`config.mk`:
```
export PLATFORM = sky130hd
export DESIGN_NAME = horizon_mask_visibility
export DESIGN_NICKNAME = d
export VERILOG_FILES = /design/src/hw/rtl/hmv_pkg.sv /design/src/hw/rtl/hmv_ram.sv /design/src/hw/rtl/hmv_div.sv /design/src/hw/rtl/horizon_mask_visibility.sv
export VERILOG_INCLUDE_DIRS = /design/src /design/src/hw/rtl
export SDC_FILE = /design/constraint.sdc
export NUM_CORES = 2
export LEC_CHECK = 0
export ABC_AREA = 1
export BUFFER_PORTS_ARGS = -buffer_cell sky130_fd_sc_hd__buf_2
export CORE_AREA = 2 2 430 432
export CTS_CLUSTER_DIAMETER = 80
export DETAILED_ROUTE_END_ITERATION = 6
export DIE_AREA = 0 0 432 434
export PLACE_DENSITY = 0.67
export SETUP_SLACK_MARGIN = 0.3
export SLEW_MARGIN = 20
export SYNTH_ARGS = -nofsm -noshare
export SYNTH_HDL_FRONTEND = slang
export SYNTH_HIERARCHICAL = 1
export SYNTH_SLANG_ARGS = --single-unit
```
`constraint.sdc`:
```
create_clock -name clk_i -period 9.75 [get_ports clk_i]
set_input_delay 1.95 -clock clk_i [delete_from_list [all_inputs] [get_ports clk_i]]
set_output_delay 1.95 -clock clk_i [all_outputs]
set_load 0.01 [all_outputs]
```
`src/hw/rtl/horizon_mask_visibility_assert.svh`:
```
// Assertion macros for the horizon mask visibility block.
// Included inside the top-level module body; no other dependencies.
`ifndef HORIZON_MASK_VISIBILITY_ASSERT_SVH
`define HORIZON_MASK_VISIBILITY_ASSERT_SVH

// Same-cycle implication, checked outside reset
`define HMV_ASSERT_IMPL(label, clk, rst_n, ante, cons) \
  label: assert property (@(posedge clk) disable iff (!(rst_n)) (ante) |-> (cons)) \
    else $error("horizon mask same-cycle check failed");

// Next-cycle implication, checked outside reset
`define HMV_ASSERT_NEXT(label, clk, rst_n, ante, cons) \
  label: assert property (@(posedge clk) disable iff (!(rst_n)) (ante) |=> (cons)) \
    else $error("horizon mask next-cycle check failed");

`endif

```
`src/hw/rtl/hmv_pkg.sv`:
```
// Shared types and constants for the horizon mask visibility block.
// Used by the divider and the top level.
package hmv_pkg;

  // Default table depth
  localparam int DEF_MAX_POINTS = 32;

  // Configuration port
  localparam int CFG_IDX_W  = 1;
  localparam int CFG_DATA_W = 6;

  // Table entry: azimuth over elevation
  localparam int ANG_W   = 16;
  localparam int ENTRY_W = 2 * ANG_W;

  // Interpolation datapath widths
  localparam int SPAN_W     = 18;
  localparam int DE_W       = 17;
  localparam int PROD_W     = 35;
  localparam int DIV_NUM_W  = 34;
  localparam int DIV_DEN_W  = 17;
  localparam int DIV_REM_W  = 18;
  localparam int DIV_CYCLES = DIV_NUM_W / 2;
  localparam int DIV_CNT_W  = 5;
  localparam int LIM_W      = 36;

  // Implicit endpoint azimuth: one full turn
  localparam logic [ANG_W:0] FULL_TURN = 17'h10000;

  // Saturation limits of the reported elevation
  localparam logic signed [LIM_W-1:0] LIM_MAX = 36'sd32767;
  localparam logic signed [LIM_W-1:0] LIM_MIN = -36'sd32768;

  typedef enum logic {
    CMD_LOAD  = 1'b0,
    CMD_QUERY = 1'b1
  } cmd_e;

  typedef enum logic [1:0] {
    MODE_NONE = 2'd0,
    MODE_LINE = 2'd1,
    MODE_STEP = 2'd2
  } mode_e;

  typedef enum logic [CFG_IDX_W-1:0] {
    REG_MASK_MODE   = 1'b0,
    REG_POINT_COUNT = 1'b1
  } reg_idx_e;

  typedef enum logic [2:0] {
    ST_IDLE,
    ST_SCAN,
    ST_EVAL,
    ST_DIVGO,
    ST_DIVW
  } state_e;

  typedef struct packed {
    logic                    cmd;
    logic [4:0]              point_index;
    logic [ANG_W-1:0]        azimuth;
    logic signed [ANG_W-1:0] elevation;
  } hmv_in_t;

  typedef struct packed {
    logic                    visible;
    logic signed [ANG_W-1:0] mask_elevation;
  } hmv_res_t;

  // Divider status back to the sequencer
  typedef struct packed {
    logic                 done;
    logic                 rem_nz;
    logic [DIV_NUM_W-1:0] quot;
  } div_res_t;

endpackage

```
`src/hw/rtl/hmv_ram.sv`:
```
// Generic simple dual-port RAM with one write port and a registered read.
// No package dependencies.
module hmv_ram #(
  parameter int WIDTH = 32,
  parameter int DEPTH = 32
) (
  input  logic                     clk_i,
  input  logic                     we_i,
  input  logic [$clog2(DEPTH)-1:0] waddr_i,
  input  logic [WIDTH-1:0]         wdata_i,
  input  logic [$clog2(DEPTH)-1:0] raddr_i,
  output logic [WIDTH-1:0]         rdata_o
);

  logic [WIDTH-1:0] mem_q [DEPTH];
  logic [WIDTH-1:0] rdata_q;

  // Write, then register the read data
  always_ff @(posedge clk_i) begin
    if (we_i) begin
      mem_q[waddr_i] <= wdata_i;
    end
    rdata_q <= mem_q[raddr_i];
  end

  assign rdata_o = rdata_q;

endmodule

```
`src/hw/rtl/hmv_div.sv`:
```
// Unsigned restoring divider, two quotient bits per cycle.
// Depends on hmv_pkg for widths and the status struct.
module hmv_div import hmv_pkg::*; (
  input  logic                 clk_i,
  input  logic                 rst_ni,
  input  logic                 start_i,
  input  logic [DIV_NUM_W-1:0] dividend_i,
  input  logic [DIV_DEN_W-1:0] divisor_i,
  output div_res_t             res_o
);

  logic                 run_q, run_d;
  logic                 done_q, done_d;
  logic [DIV_CNT_W-1:0] cnt_q, cnt_d;
  logic [DIV_NUM_W-1:0] num_q, num_d;
  logic [DIV_REM_W-1:0] rem_q, rem_d;
  logic [DIV_DEN_W-1:0] den_q, den_d;

  // Two restoring steps per cycle; the quotient shifts into the dividend register
  always_comb begin
    logic [DIV_REM_W-1:0] r;
    logic [DIV_NUM_W-1:0] n;
    r      = rem_q;
    n      = num_q;
    run_d  = run_q;
    done_d = 1'b0;
    cnt_d  = cnt_q;
    den_d  = den_q;
    if (start_i) begin
      run_d = 1'b1;
      cnt_d = DIV_CNT_W'(DIV_CYCLES);
      den_d = divisor_i;
      n     = dividend_i;
      r     = '0;
    end else if (run_q) begin
      for (int k = 0; k < 2; k++) begin
        r = {r[DIV_REM_W-2:0], n[DIV_NUM_W-1]};
        n = {n[DIV_NUM_W-2:0], 1'b0};
        if (r >= {1'b0, den_q}) begin
          r    = r - {1'b0, den_q};
          n[0] = 1'b1;
        end
      end
      cnt_d = cnt_q - 1'b1;
      if (cnt_q == DIV_CNT_W'(1)) begin
        run_d  = 1'b0;
        done_d = 1'b1;
      end
    end
    num_d = n;
    rem_d = r;
  end

  // Hold control under reset
  always_ff @(posedge clk_i or negedge rst_ni) begin
    if (!rst_ni) begin
      run_q  <= 1'b0;
      done_q <= 1'b0;
      cnt_q  <= '0;
    end else begin
      run_q  <= run_d;
      done_q <= done_d;
      cnt_q  <= cnt_d;
    end
  end

  // Datapath registers
  always_ff @(posedge clk_i) begin
    num_q <= num_d;
    rem_q <= rem_d;
    den_q <= den_d;
  end

  assign res_o.done   = done_q;
  assign res_o.rem_nz = (rem_q != '0);
  assign res_o.quot   = num_q;

endmodule

```
`src/hw/rtl/horizon_mask_visibility.sv`:
```
// Horizon mask visibility: mask table in one RAM, walked serially per query.
// Load: one RAM write, in idle. No-mask query: result registered from idle. Step query:
// walks k entries (at most point_count + 1, one RAM read each), then compares.
// Line query: the same walk, then a multiply and the divider.
// Reset clears mode to no mask and point count to 1; the table is not cleared.
// Results are strobed on done_o for one cycle; busy_o is low then; no stall.
module horizon_mask_visibility import hmv_pkg::*; #(
  parameter int MAX_POINTS = DEF_MAX_POINTS
) (
  input  logic                  clk_i,
  input  logic                  rst_ni,
  input  logic                  start_i,
  output logic                  busy_o,
  input  hmv_in_t               in_i,
  output logic                  done_o,
  output hmv_res_t              res_o,
  input  logic                  cfg_valid_i,
  output logic                  cfg_ready_o,
  input  logic [CFG_IDX_W-1:0]  cfg_index_i,
  input  logic [CFG_DATA_W-1:0] cfg_data_i
);

  localparam int AW = $clog2(MAX_POINTS);
  localparam int CW = $clog2(MAX_POINTS + 1);

  state_e                  state_q, state_d;
  logic [CW-1:0]           idx_q, idx_d;
  logic [1:0]              mode_q;
  logic [CFG_DATA_W-1:0]   pc_q;
  logic                    done_q, done_d;
  hmv_res_t                res_q, res_d;

  logic [ANG_W-1:0]        az_q, az_d;
  logic signed [ANG_W-1:0] el_q, el_d;
  logic [ANG_W-1:0]        a0_q, a0_d;
  logic signed [ANG_W-1:0] e0_q, e0_d;
  logic [ANG_W:0]          a1_q, a1_d;
  logic signed [ANG_W-1:0] e1_q, e1_d;
  logic signed [PROD_W-1:0] prod_q, prod_d;
  logic signed [SPAN_W-1:0] span_q, span_d;
  logic                    neg_q, neg_d;

  logic [CW-1:0]           n_c;
  logic                    accept;
  logic                    ram_we;
  logic [AW-1:0]           ram_waddr;
  logic [AW-1:0]           ram_raddr;
  logic [ENTRY_W-1:0]      ram_rdata;
  logic [ANG_W-1:0]        rd_a;
  logic signed [ANG_W-1:0] rd_e;

  logic signed [SPAN_W-1:0] span_c;
  logic signed [SPAN_W-1:0] delta_c;
  logic signed [DE_W-1:0]   de_c;
  logic signed [PROD_W-1:0] prod_abs;
  logic signed [SPAN_W-1:0] span_abs;
  logic signed [LIM_W-1:0]  qs_c;
  logic signed [LIM_W-1:0]  lim_c;
  logic                     div_start;
  div_res_t                 div_res;

  assign busy_o      = (state_q != ST_IDLE);
  assign accept      = start_i && !busy_o;
  assign cfg_ready_o = 1'b1;

  // Clamp the point count to 1..MAX_POINTS
  always_comb begin
    if (pc_q == '0) begin
      n_c = CW'(1);
    end else if (32'(pc_q) > 32'(MAX_POINTS)) begin
      n_c = CW'(MAX_POINTS);
    end else begin
      n_c = CW'(pc_q);
    end
  end

  // Table RAM: loads write in idle, queries read entry 0 then idx + 1
  assign ram_we    = accept && (in_i.cmd == CMD_LOAD) &&
                     (32'(in_i.point_index) < 32'(MAX_POINTS));
  assign ram_waddr = AW'(in_i.point_index);
  assign ram_raddr = (state_q == ST_SCAN) ? AW'(idx_q + 1'b1) : '0;

  hmv_ram #(
    .WIDTH (ENTRY_W),
    .DEPTH (MAX_POINTS)
  ) u_ram (
    .clk_i   (clk_i),
    .we_i    (ram_we),
    .waddr_i (ram_waddr),
    .wdata_i ({in_i.azimuth, in_i.elevation}),
    .raddr_i (ram_raddr),
    .rdata_o (ram_rdata)
  );

  assign rd_a = ram_rdata[ENTRY_W-1:ANG_W];
  assign rd_e = $signed(ram_rdata[ANG_W-1:0]);

  // Interpolation operands
  assign span_c   = $signed({1'b0, a1_q}) - $signed({2'b00, a0_q});
  assign delta_c  = $signed({2'b00, az_q}) - $signed({2'b00, a0_q});
  assign de_c     = DE_W'(e1_q) - DE_W'(e0_q);
  assign prod_abs = prod_q[PROD_W-1] ? -prod_q : prod_q;
  assign span_abs = span_q[SPAN_W-1] ? -span_q : span_q;
  assign div_start = (state_q == ST_DIVGO);

  hmv_div u_div (
    .clk_i      (clk_i),
    .rst_ni     (rst_ni),
    .start_i    (div_start),
    .dividend_i (prod_abs[DIV_NUM_W-1:0]),
    .divisor_i  (span_abs[DIV_DEN_W-1:0]),
    .res_o      (div_res)
  );

  // Signed quotient rounded up: truncation for negative, bump for positive remainders
  always_comb begin
    if (neg_q) begin
      qs_c = -$signed({{(LIM_W-DIV_NUM_W){1'b0}}, div_res.quot});
    end else begin
      qs_c = $signed({{(LIM_W-DIV_NUM_W){1'b0}}, div_res.quot}) +
             $signed({{(LIM_W-1){1'b0}}, div_res.rem_nz});
    end
    if (state_q == ST_EVAL) begin
      lim_c = LIM_W'(e0_q);
    end else begin
      lim_c = LIM_W'(e0_q) + qs_c;
    end
  end

  // Sequencer: next state, datapath updates and result
  always_comb begin
    state_d = state_q;
    idx_d   = idx_q;
    done_d  = 1'b0;
    res_d   = res_q;
    az_d    = az_q;
    el_d    = el_q;
    a0_d    = a0_q;
    e0_d    = e0_q;
    a1_d    = a1_q;
    e1_d    = e1_q;
    prod_d  = prod_q;
    span_d  = span_q;
    neg_d   = neg_q;
    unique case (state_q)
      ST_IDLE: begin
        if (accept && (in_i.cmd == CMD_QUERY)) begin
          az_d = in_i.azimuth;
          el_d = in_i.elevation;
          if ((mode_q == MODE_LINE) || (mode_q == MODE_STEP)) begin
            idx_d   = '0;
            state_d = ST_SCAN;
          end else begin
            done_d               = 1'b1;
            res_d.visible        = 1'b1;
            res_d.mask_elevation = '0;
          end
        end
      end
      ST_SCAN: begin
        // Advance past entry 0 always, then while the boundary is below the azimuth
        if ((idx_q == '0) || ((idx_q < n_c) && (az_q > rd_a))) begin
          a0_d  = rd_a;
          e0_d  = rd_e;
          idx_d = idx_q + 1'b1;
        end else begin
          if (idx_q < n_c) begin
            a1_d = {1'b0, rd_a};
            e1_d = rd_e;
          end else begin
            a1_d = FULL_TURN;
            e1_d = e0_q;
          end
          state_d = ST_EVAL;
        end
      end
      ST_EVAL: begin
        if ((mode_q == MODE_STEP) || (span_c == '0)) begin
          done_d  = 1'b1;
          state_d = ST_IDLE;
        end else begin
          prod_d  = de_c * delta_c;
          span_d  = span_c;
          state_d = ST_DIVGO;
        end
      end
      ST_DIVGO: begin
        neg_d   = prod_q[PROD_W-1] ^ span_q[SPAN_W-1];
        state_d = ST_DIVW;
      end
      ST_DIVW: begin
        if (div_res.done) begin
          done_d  = 1'b1;
          state_d = ST_IDLE;
        end
      end
      default: begin
        state_d = ST_IDLE;
      end
    endcase
    // Compare against the unsaturated limit, report it saturated
    if ((state_q == ST_EVAL) || (state_q == ST_DIVW)) begin
      res_d.visible = (LIM_W'(el_q) >= lim_c);
      if (lim_c > LIM_MAX) begin
        res_d.mask_elevation = LIM_MAX[ANG_W-1:0];
      end else if (lim_c < LIM_MIN) begin
        res_d.mask_elevation = LIM_MIN[ANG_W-1:0];
      end else begin
        res_d.mask_elevation = lim_c[ANG_W-1:0];
      end
    end
  end

  // Control state and configuration registers
  always_ff @(posedge clk_i or negedge rst_ni) begin
    if (!rst_ni) begin
      state_q <= ST_IDLE;
      idx_q   <= '0;
      done_q  <= 1'b0;
      mode_q  <= MODE_NONE;
      pc_q    <= CFG_DATA_W'(1);
    end else begin
      state_q <= state_d;
      idx_q   <= idx_d;
      done_q  <= done_d;
      if (cfg_valid_i) begin
        unique case (cfg_index_i)
          REG_MASK_MODE:   mode_q <= cfg_data_i[1:0];
          REG_POINT_COUNT: pc_q   <= cfg_data_i;
          default:         pc_q   <= pc_q;
        endcase
      end
    end
  end

  // Datapath registers
  always_ff @(posedge clk_i) begin
    res_q  <= res_d;
    az_q   <= az_d;
    el_q   <= el_d;
    a0_q   <= a0_d;
    e0_q   <= e0_d;
    a1_q   <= a1_d;
    e1_q   <= e1_d;
    prod_q <= prod_d;
    span_q <= span_d;
    neg_q  <= neg_d;
  end

  assign done_o = done_q;
  assign res_o  = res_q;

  // Checks
  `include "horizon_mask_visibility_assert.svh"

  `HMV_ASSERT_IMPL(a_scan_bound, clk_i, rst_ni, state_q == ST_SCAN, idx_q <= n_c)
  `HMV_ASSERT_IMPL(a_div_done_waiting, clk_i, rst_ni, div_res.done, state_q == ST_DIVW)
  `HMV_ASSERT_NEXT(a_load_no_result, clk_i, rst_ni, accept && (in_i.cmd == CMD_LOAD), !done_o)

endmodule
```
==> impl_metrics.ini <==
[run_status]
run_status = finished, final reports clean

[sta]
max_freq_mhz = 119
worstMarginPinSlew_ns = 1.09
final-max-slew-violation-count = 0
min_period_ns = 8.37
fin_tns_setup_ns = 0
finalCritPeriodShare_pct = 85.9
worst_skew_ns = 0.0462
final-hold-violation-count = 0
rsz0062_at_grt = no
timing.max_slew.rel_slack_pct = 27.4
setup_violations = 0

[yosys]
dominantRegCellSynth = edfxtp_1
postSynthCellCount = 7705
netlist_top_cells_area = edfxtp_1 (50%), nand2_1 (13%), fa_1 (8.1%)
ys.warnings.count = 6
mean_instance_size_in_the_synthesized_netlist_um2 = 9.70
synth.most_common_cell = nand2_1
synthesis.area_um2 = 74700
seq_area_frac_synth_pct = 52.1
synth_fp_nets = 8326
synth_top_area_share_pct = 49.9
synth_edf_count = 1242
yosys.cell_types.count = 72
synth_common_cells = nand2_1 (2515), edfxtp_1 (1242), nand3_1 (931)
netlist.top_cell.by_area = edfxtp_1
synth_async_sr_flop_share_pct = 1.90
yosys_register_bits = 1317

[worst_setup_path]
cp-end-kind = flip-flop
setup.worst_path.class = reg2reg
path_common_cell = nand2_1
cp_slowest_cell = fa_1
crit_path_max_fanout = 10
delay_contributed_by_the_slowest_stage_of_the_critical_path_ns = 0.55
worst_ep_arrival_time_ns = 8.85
cp_data_required_time_ns = 10.23
worst_setup_path_start_kind = flip-flop

[floorplan]
core-area_um2 = 182000
initial_utilization_pct = 41.0
die-height_um = 434
num_io_pins = 69
floorplan.die_area_um2 = 187000
num_rows = 157
fp.dieW_um = 432

[clocking]
clock_buffer_count_from_cts = 138
post_cts_hold_buffer_count = 0
worst_skew_pair.late_latency_ns = 0.78
cts_max_level = 4
clkSinkCount = 1317
cts_tree = done
cts_setup_buffers = 0
max-clock-path-buffers = 3
clk_transition_reported_paths_ns = 0.06
clock-root-buffer = clkbuf_16
ctsResizeCount = 0

[routing]
vias = 54530
final_antenna_net_count = 0
routed_via_density = 5.34
drtPass1Iterations = 6
drc_violations_left = 0
avgRoutedWirePerCell_um = 21.3
detail_route.wirelength_mm = 218
drt_first_iter_violations = 5702

[grt]
grt_antenna_before_repair = 22
grt_pass1_wl_mm = 326
largest_net_degree_at_the_start_of_global_routing = 207
via_count_of_the_first_global_routing_pass = 53100
groute.usage.overall_pct = 23.0
grt_overflow_total = 0

[placement]
buffers_added_on_ports = 67
hpwl_mm = 144
weighted_congestion_at_the_end_of_routability_driven_global_placement = 0.985

[final_layout]
final.fill_count = 16950
multi_input_logic_area_um2 = 31000
number_of_nets_at_the_end_of_the_flow = 8335
seq_area_um2 = 38900
drive_above_1_share_pct = 7.01
synthToLayoutAreaGrowth_pct = 9.40

[hold_path]
timing.hold.worst.class = reg2reg

[flow_run]
cap_viol_max_count = 0
[cells in the final DEF (no fill, tap or decap), types with 15 or more instances in the layout]
master | netlist | final
a21oi_1 | 169 | 167
a21oi_2 | 15 | 15
a31oi_1 | 19 | 19
buf_2 | 94 | 67
buf_4 | 28 | 89
clkbuf_1 | 70 | 31
clkbuf_16 | 0 | 142
clkinv_1 | 8 | 28
clkinv_2 | 0 | 17
dfrtp_1 | 24 | 24
dfxtp_1 | 50 | 50
edfxtp_1 | 1242 | 1242
fa_1 | 303 | 303
ha_1 | 269 | 269
inv_1 | 808 | 805
inv_2 | 24 | 24
nand2_1 | 2515 | 2515
nand2_2 | 31 | 31
nand3_1 | 931 | 931
nand3_2 | 19 | 19
nand3b_1 | 22 | 22
nand4_1 | 42 | 42
nor2_1 | 414 | 375
nor2_4 | 2 | 39
nor3_1 | 43 | 43
nor4_1 | 15 | 15
o21ai_0 | 120 | 120
o21bai_1 | 15 | 15
xnor2_1 | 73 | 73
xor2_1 | 102 | 100
[kinds of logic after synthesis]
group / count (synthesis) / synth area share, %
AOI/OAI and AO/OA: 414 / 3.23
adders and majority gates: 572 / 12.6
DFF: 1317 / 52.1
and+or+nand+nor: 4089 / 23.1
other: 1 / 0.00502
buffers and inverters: 1132 / 6.83
muxes: 3 / 0.0452
xor gates and xnor gates: 177 / 2.11
[routing by layer]
layer	global-route usage (%)	part of all wire (%)	up-vias
met2	38.2	47	2182
met4	9.86	4.5	18
met3	3.71	7.9	447
met5	0	0.050	-
li1	-	-	25424
met1	29.7	40	26459
[worst max-delay path, delay by kind of cell (launching register included)]
kind            cells  cell delay [ns]
compound gates      7             1.59
buf+inv             4             0.34
fa+ha+maj           9             4.02
xor+xnor            1             0.06
simple gates       10             1.62
flops               1             0.42
[metrics by stage]
stage	hold slack (ns)	utilization (%)	cell area [um2]	cells	setup WS, ns
after floorplan	0.408	-	74700	7705	2.33
after global placement	0.415	42.3	77200	9958	1.41
after detailed placement	0.425	42.3	77200	9958	1.44
after CTS	0.437	44.8	81700	10205	1.39
after global routing	0.447	44.8	81800	10208	0.908
final	0.437	44.8	81800	10209	1.38
[final timing paths]
check,start,slack (ns),cells after the start,endpoint
worst max register to register,e0_q[0],1.38,31,prod_q[25]
worst max-delay path,e0_q[0],1.38,31,prod_q[25]
min in group asynchronous,rst_ni,1.31,1,u_div/cnt_q[4]
max in group asynchronous,rst_ni,7.79,1,state_q[2]
worst min register to register,u_ram/rdata_o[25],0.44,0,a0_q[9]
worst min-delay path,u_ram/rdata_o[25],0.44,0,a0_q[9]
[final cells by class]
class / instances / share of cell area, %
sequential: 1317 / 47.6
multi-input combinational: 5256 / 38.0
clock buffer: 183 / 4.66
inverter: 841 / 3.90
tap: 2385 / 3.65
timing repair buffer: 160 / 1.32
clock inverter: 64 / 0.909
antenna: 3 / 0.00918
[sequential cells by signal (all words and copies together) (netlist names), 2 cells and up]
name           count
a0_q              16
a1_q              17
az_q              16
e0_q              16
e1_q              16
el_q              16
idx_q              6
mode_q             2
pc_q               6
prod_q            34
res_o             17
span_q            18
state_q            3
u_div/cnt_q        5
u_div/den_q       17
u_div/num_q       34
u_div/rem_q       18
u_ram/mem_q     1024
u_ram/rdata_o     32
Power is left out: the tool's default activity adds up to more than one toggle a clock period on the data nets, which glitch-free logic cannot reach.
